File: config.mk
export PLATFORM = sky130hd
export DESIGN_NAME = ordered_set_with_rank_unit
export DESIGN_NICKNAME = d
export VERILOG_FILES = /design/src/hdl/osr_pkg.sv /design/src/hdl/osr_store.sv /design/src/hdl/osr_ctrl.sv /design/src/hdl/ordered_set_with_rank_unit.sv
export SDC_FILE = /design/constraint.sdc
export NUM_CORES = 2
export LEC_CHECK = 0
export BUFFER_PORTS_ARGS = -buffer_cell sky130_fd_sc_hd__clkbuf_2
export CELL_PAD_IN_SITES_DETAIL_PLACEMENT = 0
export CELL_PAD_IN_SITES_GLOBAL_PLACEMENT = 1
export CORE_MARGIN = 1
export CORE_UTILIZATION = 25
export CTS_CLUSTER_SIZE = 12
export DETAILED_ROUTE_END_ITERATION = 8
export PLACE_DENSITY_LB_ADDON = 0.15
export SYNTH_ARGS = -nofsm -noshare
export SYNTH_HDL_FRONTEND = slang
export SYNTH_SLANG_ARGS = --single-unit
File: constraint.sdc
create_clock -name clk_i -period 11.7 [get_ports clk_i]
set_input_delay 1.755 -clock clk_i [delete_from_list [all_inputs] [get_ports clk_i]]
set_output_delay 1.755 -clock clk_i [all_outputs]
set_load 0.02 [all_outputs]
File: src/hdl/osr_pkg.sv
`timescale 1ns / 1ps
package osr_pkg;

  localparam int unsigned KEY_W        = 32;
  localparam int unsigned OP_W         = 2;
  localparam int unsigned RANK_W       = 7;
  localparam int unsigned CAPACITY_DEF = 64;

  typedef enum logic [OP_W-1:0] {
    OP_INSERT = 2'd0,
    OP_DELETE = 2'd1,
    OP_QUERY  = 2'd2
  } op_e;

  typedef enum logic [2:0] {
    ST_IDLE,
    ST_SR_CHK,
    ST_SR_CMP,
    ST_MV_RD,
    ST_MV_WR,
    ST_FIN
  } state_e;

  typedef struct packed {
    logic [RANK_W-1:0] rank;
    logic              status;
  } res_t;

endpackage

File: src/hdl/osr_store.sv
`timescale 1ns / 1ps
module osr_store #(
  parameter int unsigned DEPTH = 64,
  parameter int unsigned AW    = 6
) (
  input  logic                     clk_i,
  input  logic                     we_i,
  input  logic [AW-1:0]            waddr_i,
  input  logic [osr_pkg::KEY_W-1:0] wdata_i,
  input  logic [AW-1:0]            raddr_i,
  output logic [osr_pkg::KEY_W-1:0] rdata_o
);
  import osr_pkg::*;

  logic [KEY_W-1:0] mem_q [DEPTH];
  logic [KEY_W-1:0] rdata_q;

  always_ff @(posedge clk_i) begin
    if (we_i) begin
      mem_q[waddr_i] <= wdata_i;
    end
  end

  always_ff @(posedge clk_i) begin
    rdata_q <= mem_q[raddr_i];
  end

  assign rdata_o = rdata_q;

endmodule

File: src/hdl/osr_ctrl.sv
`timescale 1ns / 1ps
module osr_ctrl #(
  parameter int unsigned CAPACITY = 64,
  parameter int unsigned AW       = 6,
  parameter int unsigned CW       = 7
) (
  input  logic                      clk_i,
  input  logic                      rst_ni,
  input  logic                      in_valid_i,
  output logic                      in_ready_o,
  input  logic [osr_pkg::OP_W-1:0]  in_op_i,
  input  logic [osr_pkg::KEY_W-1:0] in_key_i,
  output logic                      res_valid_o,
  input  logic                      res_ready_i,
  output osr_pkg::res_t             res_o,
  output logic                      mem_we_o,
  output logic [AW-1:0]             mem_waddr_o,
  output logic [osr_pkg::KEY_W-1:0] mem_wdata_o,
  output logic [AW-1:0]             mem_raddr_o,
  input  logic [osr_pkg::KEY_W-1:0] mem_rdata_i
);
  import osr_pkg::*;

  localparam int unsigned RW = (CW + 1 > RANK_W) ? CW + 1 : RANK_W;

  state_e           state_q, state_d;
  logic [OP_W-1:0]  op_q, op_d;
  logic [KEY_W-1:0] key_q, key_d;
  logic [CW-1:0]    lo_q, lo_d;
  logic [CW-1:0]    hi_q, hi_d;
  logic [CW-1:0]    j_q, j_d;
  logic [CW-1:0]    count_q, count_d;
  logic             found_q, found_d;
  res_t             res_q, res_d;

  logic [CW:0]      mid_sum;
  logic [CW-1:0]    mid;
  logic [CW:0]      j_inc;
  logic [CW-1:0]    j_dec;
  logic [RW-1:0]    rank_wide;
  logic             full;

  assign mid_sum   = {1'b0, lo_q} + {1'b0, hi_q};
  assign mid       = mid_sum[CW:1];
  assign j_inc     = {1'b0, j_q} + (CW+1)'(1);
  assign j_dec     = j_q - CW'(1);
  assign rank_wide = RW'(lo_q) + RW'(1);
  assign full      = (count_q == CW'(CAPACITY));

  always_ff @(posedge clk_i or negedge rst_ni) begin
    if (!rst_ni) begin
      state_q <= ST_IDLE;
      count_q <= '0;
    end else begin
      state_q <= state_d;
      count_q <= count_d;
    end
  end

  always_ff @(posedge clk_i) begin
    op_q    <= op_d;
    key_q   <= key_d;
    lo_q    <= lo_d;
    hi_q    <= hi_d;
    j_q     <= j_d;
    found_q <= found_d;
    res_q   <= res_d;
  end

  always_comb begin
    state_d     = state_q;
    op_d        = op_q;
    key_d       = key_q;
    lo_d        = lo_q;
    hi_d        = hi_q;
    j_d         = j_q;
    count_d     = count_q;
    found_d     = found_q;
    res_d       = res_q;
    in_ready_o  = 1'b0;
    res_valid_o = 1'b0;
    mem_we_o    = 1'b0;
    mem_waddr_o = j_q[AW-1:0];
    mem_wdata_o = mem_rdata_i;
    mem_raddr_o = mid[AW-1:0];

    unique case (state_q)
      ST_IDLE: begin
        in_ready_o = 1'b1;
        if (in_valid_i) begin
          op_d    = in_op_i;
          key_d   = in_key_i;
          lo_d    = '0;
          hi_d    = count_q;
          found_d = 1'b0;
          res_d   = '0;
          state_d = ST_SR_CHK;
        end
      end

      ST_SR_CHK: begin
        if (lo_q < hi_q) begin
          state_d = ST_SR_CMP;
        end else begin
          state_d = ST_FIN;
          case (op_q)
            OP_INSERT: begin
              if (!found_q && full) begin
                res_d.status = 1'b1;
              end else if (!found_q) begin
                j_d     = count_q;
                state_d = ST_MV_RD;
              end
            end
            OP_DELETE: begin
              if (found_q) begin
                j_d     = lo_q;
                state_d = ST_MV_RD;
              end
            end
            OP_QUERY: begin
              if (found_q) begin
                res_d.rank = rank_wide[RANK_W-1:0];
              end
            end
            default: begin
            end
          endcase
        end
      end

      ST_SR_CMP: begin
        state_d = ST_SR_CHK;
        if (mem_rdata_i == key_q) begin
          found_d = 1'b1;
          hi_d    = mid;
        end else if ($signed(mem_rdata_i) < $signed(key_q)) begin
          lo_d = mid + CW'(1);
        end else begin
          hi_d = mid;
        end
      end

      ST_MV_RD: begin
        if (op_q == OP_INSERT) begin
          if (j_q > lo_q) begin
            mem_raddr_o = j_dec[AW-1:0];
            state_d     = ST_MV_WR;
          end else begin
            mem_we_o    = 1'b1;
            mem_waddr_o = lo_q[AW-1:0];
            mem_wdata_o = key_q;
            count_d     = count_q + CW'(1);
            state_d     = ST_FIN;
          end
        end else begin
          if (j_inc < {1'b0, count_q}) begin
            mem_raddr_o = j_inc[AW-1:0];
            state_d     = ST_MV_WR;
          end else begin
            count_d = count_q - CW'(1);
            state_d = ST_FIN;
          end
        end
      end

      ST_MV_WR: begin
        mem_we_o = 1'b1;
        state_d  = ST_MV_RD;
        if (op_q == OP_INSERT) begin
          j_d = j_dec;
        end else begin
          j_d = j_inc[CW-1:0];
        end
      end

      ST_FIN: begin
        res_valid_o = res_ready_i;
        if (res_ready_i) begin
          state_d = ST_IDLE;
        end
      end

      default: begin
        state_d = ST_IDLE;
      end
    endcase
  end

  assign res_o = res_q;

  a_count_bound: assert property (@(posedge clk_i) disable iff (!rst_ni)
    count_q <= CW'(CAPACITY))
    else $error("Entry count exceeds capacity.");

  a_count_step: assert property (@(posedge clk_i) disable iff (!rst_ni)
    count_q != $past(count_q) |->
      (count_q == $past(count_q) + CW'(1)) || (count_q == $past(count_q) - CW'(1)))
    else $error("Entry count moved by more than one.");

  a_drop_rank: assert property (@(posedge clk_i) disable iff (!rst_ni)
    res_valid_o && res_o.status |-> res_o.rank == '0 && op_q == OP_INSERT)
    else $error("Dropped insert reported a rank.");

  a_waddr_range: assert property (@(posedge clk_i) disable iff (!rst_ni)
    mem_we_o |-> {1'b0, mem_waddr_o} < (AW+1)'(CAPACITY))
    else $error("Store write beyond capacity.");

endmodule

File: src/hdl/ordered_set_with_rank_unit.sv
`timescale 1ns / 1ps
// Each operation runs a binary search over the key store; with its registered read port,
// every probe passes through ST_SR_CHK and ST_SR_CMP. An insert or delete that changes the
// store then moves entries one at a time through ST_MV_RD and ST_MV_WR, and one more
// ST_MV_RD ends the move, before ST_FIN issues the result transaction.
// Throughput: one transaction at a time; s_axis_tready is high only between operations.
// Reset: rst_ni clears the entry count and the controller; the store itself is not cleared.
module ordered_set_with_rank_unit #(
  parameter int unsigned CAPACITY = osr_pkg::CAPACITY_DEF
) (
  input  logic        clk_i,
  input  logic        rst_ni,
  input  logic        s_axis_tvalid,
  output logic        s_axis_tready,
  input  logic [31:0] s_axis_tdata,   // key[31:0]
  input  logic [1:0]  s_axis_tuser,   // opcode[1:0]
  output logic        m_axis_tvalid,
  input  logic        m_axis_tready,
  output logic [7:0]  m_axis_tdata,   // rank[6:0], zero[7]
  output logic [0:0]  m_axis_tuser    // status[0]
);
  import osr_pkg::*;

  localparam int unsigned AW = $clog2(CAPACITY);
  localparam int unsigned CW = $clog2(CAPACITY + 1);

  logic             res_valid;
  logic             res_ready;
  res_t             res;
  logic             mem_we;
  logic [AW-1:0]    mem_waddr;
  logic [KEY_W-1:0] mem_wdata;
  logic [AW-1:0]    mem_raddr;
  logic [KEY_W-1:0] mem_rdata;
  logic             out_valid_q, out_valid_d;
  res_t             out_res_q, out_res_d;

  osr_store #(
    .DEPTH (CAPACITY),
    .AW    (AW)
  ) u_store (
    .clk_i   (clk_i),
    .we_i    (mem_we),
    .waddr_i (mem_waddr),
    .wdata_i (mem_wdata),
    .raddr_i (mem_raddr),
    .rdata_o (mem_rdata)
  );

  osr_ctrl #(
    .CAPACITY (CAPACITY),
    .AW       (AW),
    .CW       (CW)
  ) u_ctrl (
    .clk_i       (clk_i),
    .rst_ni      (rst_ni),
    .in_valid_i  (s_axis_tvalid),
    .in_ready_o  (s_axis_tready),
    .in_op_i     (s_axis_tuser),
    .in_key_i    (s_axis_tdata),
    .res_valid_o (res_valid),
    .res_ready_i (res_ready),
    .res_o       (res),
    .mem_we_o    (mem_we),
    .mem_waddr_o (mem_waddr),
    .mem_wdata_o (mem_wdata),
    .mem_raddr_o (mem_raddr),
    .mem_rdata_i (mem_rdata)
  );

  assign res_ready = !out_valid_q || m_axis_tready;

  always_comb begin
    out_valid_d = out_valid_q;
    out_res_d   = out_res_q;
    if (res_valid) begin
      out_valid_d = 1'b1;
      out_res_d   = res;
    end else if (m_axis_tready) begin
      out_valid_d = 1'b0;
    end
  end

  always_ff @(posedge clk_i or negedge rst_ni) begin
    if (!rst_ni) begin
      out_valid_q <= 1'b0;
    end else begin
      out_valid_q <= out_valid_d;
    end
  end

  always_ff @(posedge clk_i) begin
    out_res_q <= out_res_d;
  end

  assign m_axis_tvalid = out_valid_q;
  assign m_axis_tdata  = {1'b0, out_res_q.rank};
  assign m_axis_tuser  = out_res_q.status;

endmodule

==> metrics <==
status finished, violations left; failing checks capacitance limit, slew limit; Mapped Area 0.0870 mm²; Fin Setup TNS 0 ps; clk_lat worst skew 940 ps; Hold WC Path Type flop to flop; synthesized flop and latch total 2,163; worst endpoint required time 12,550 ps; most common cell after layout, fill and taps aside edfxtp_1; Layout Nets 6,396; DR pass1 iterations 6; IO Count 49; mean post-synth cell area 14.1 µm²; maxcap violations 1; fin. max-slew vios 1; TritonCTS clock tree built; DR iter-0 viols 5,017; DIE HEIGHT 592 µm; prevailing post-synth register cell edfxtp_1; die area 0.350 mm²; highest-count cells in the layout ignoring fill and taps edfxtp_1, nand2_1, nand3_1; Worst-Margin Slew 1500 ps; Post-synth ARST share 0.00509; CP max FO 51; gpl congestion 0.750; Setup-failing EPs final 0; antenna violations before repair 35; global-route wire length before repair 432,000 µm; syn_nets 6,297; CTS Buf Count 245; DR vias 52,802; vias per cell 4.77; Longest Clk Path Bufs 4; Routed Antenna Nets 0; # resized after CTS 0; Hold-fix buffers, CTS 0; share of cells above drive strength 1 0.113; number of enable flip-flop cells after synthesis 2,120; Worst Setup End Kind flop; Detailed Route WL 314,000 µm; vias in the first global route 51,984; Starting Density 0.251; DP Cell Count 10,621; pre-CTS setup slack 4780 ps; die width 592 µm; row count 216; area grow syn2layout 16.1%; global route total overflow 0; fin worst setup slack 4760 ps; input/output buffers 47; worst clock skew 52.0 ps; DRC viols 0; Worst-path clk slew 60 ps; RSZ-0062 raised after global routing no; post-DR wirelength/cell 28.4 µm; clock root buffer clkbuf_16; fmax 0.144 GHz; Mapped Cells 6,191; post-CTS setup buffer count 0; largest net degree at the start of global routing 141; YS warnings 0; Distinct cells, synth 85; Arr. time, crit path 7780 ps; core region area 0.346 mm²; min Tclk post-route 6940 ps; CP Launch Type flop; final hold violations 0; Non-Filler Instances 11,076; worst setup path category flop to flop; Seq/Total Area, Yosys 0.742; Total GRT Usage 0.176; # H-tree levels 4; worst rel slew slack -0.00630; Final HPWL DP 171,000 µm; Num Clock Sinks 2,163; Tcrit/Tclk final 0.593
## worst max-delay path, stage by stage, from the launching register on
cell,delay (ps)
edfxtp_1,610
and3_1,290
nand3_1,110
xor2_1,250
inv_1,90
ha_1,300
a21o_1,180
a2bb2oi_2,170
nor3b_2,300
a21oi_1,200
o22ai_4,210
buf_4,560
buf_4,640
buf_4,720
mux2i_1,160
a221oi_1,360
a31oi_1,130
a32oi_1,1090
and3_1,310
## layer usage
metal	share of wire	GRT usage	vias up
met4	0.023	0.0429	8
met2	0.46	0.284	1435
met3	0.053	0.0298	378
li1	-	-	23495
met5	0.00018	0	-
met1	0.46	0.244	27486
## cells in the mapped netlist (13+ instances only)
master / count / share of area
inv_1: 69 / 0.0030
nand2_1: 1582 / 0.068
nor2_1: 118 / 0.0051
dfxtp_1: 32 / 0.0074
ha_1: 66 / 0.0095
xnor2_1: 23 / 0.0023
a221oi_1: 21 / 0.0021
a32oi_1: 213 / 0.021
a311oi_1: 44 / 0.0044
a21oi_1: 47 / 0.0027
o21ai_0: 57 / 0.0033
a221o_1: 19 / 0.0022
buf_6: 28 / 0.0036
and3_1: 108 / 0.0078
or3_1: 17 / 0.0012
nand3_1: 550 / 0.032
a21o_1: 16 / 0.0014
nand4_1: 29 / 0.0021
mux2i_1: 302 / 0.035
buf_1: 15 / 0.00065
nor3_1: 46 / 0.0026
edfxtp_1: 2120 / 0.73
buf_4: 53 / 0.0046
clkbuf_1: 97 / 0.0042
mux2_2: 13 / 0.0017
o211ai_1: 21 / 0.0018
a31oi_1: 148 / 0.011
buf_2: 187 / 0.011
## state kept, by name, summed over array words and instances, names as in the netlist, 2 cells and up
| register | count |
|---|---|
| u_ctrl.j_q | 7 |
| u_store.mem_q | 2048 |
| u_ctrl.lo_q | 7 |
| u_ctrl.op_q | 2 |
| u_ctrl.res_o | 8 |
| u_ctrl.key_q | 32 |
| u_store.rdata_o | 32 |
| u_ctrl.state_q | 3 |
| u_ctrl.hi_q | 7 |
| u_ctrl.count_q | 7 |
| m_axis_tdata | 7 |
## worst paths after layout
kind / from / end / slack, ps / cells past startpoint
max reg2reg: u_ctrl.j_q[2] / u_store.rdata_o[20] / 4760 / 18
min: u_ctrl.res_o[4] / m_axis_tdata[3] / 430 / 0
min reg2reg: u_ctrl.res_o[4] / m_axis_tdata[3] / 430 / 0
min in group asynchronous: rst_ni / m_axis_tvalid / 740 / 1
max: u_ctrl.j_q[2] / u_store.rdata_o[20] / 4760 / 18
max in group asynchronous: rst_ni / u_ctrl.count_q[4] / 10650 / 1
## cell families (layout without fill, tap and decap cells)
| family | count (synthesis) | count (layout) | synth area share |
|---|---|---|---|
| AOI/OAI and AO/OA | 657 | 657 | 0.0578 |
| xor gates and xnor gates | 30 | 30 | 0.00302 |
| adders and majority gates | 68 | 68 | 0.00995 |
| buffers and inverters | 450 | 745 | 0.0268 |
| DFF | 2163 | 2163 | 0.742 |
| muxes | 317 | 317 | 0.0369 |
| other | 1 | 13 | 0.0000431 |
| and+or+nand+nor | 2505 | 2505 | 0.123 |
## cell type report
class                   count  area [µm²]
clock inverters           125        1050
repair buffers            232        1750
flip-flops and latches   2163       64600
fillers                 34678      245000
clock buffers             318        6600
multi-input cells        3578       21100
diodes                     12        30.0
inverters                  70         263
well taps                4578        5730
## stage by stage
step,hold WS [ps],util,instance area (µm²)
6_report,426,0.292,101000
5_1_grt,430,0.292,101000
4_1_cts,429,0.292,101000
3_5_place_dp,415,0.270,93400
3_3_place_gp,419,0.270,93400
2_1_floorplan,400,-,87000
Power is left out: the tool's default activity adds up to more than one toggle a clock period on the data nets, which glitch-free logic cannot reach.
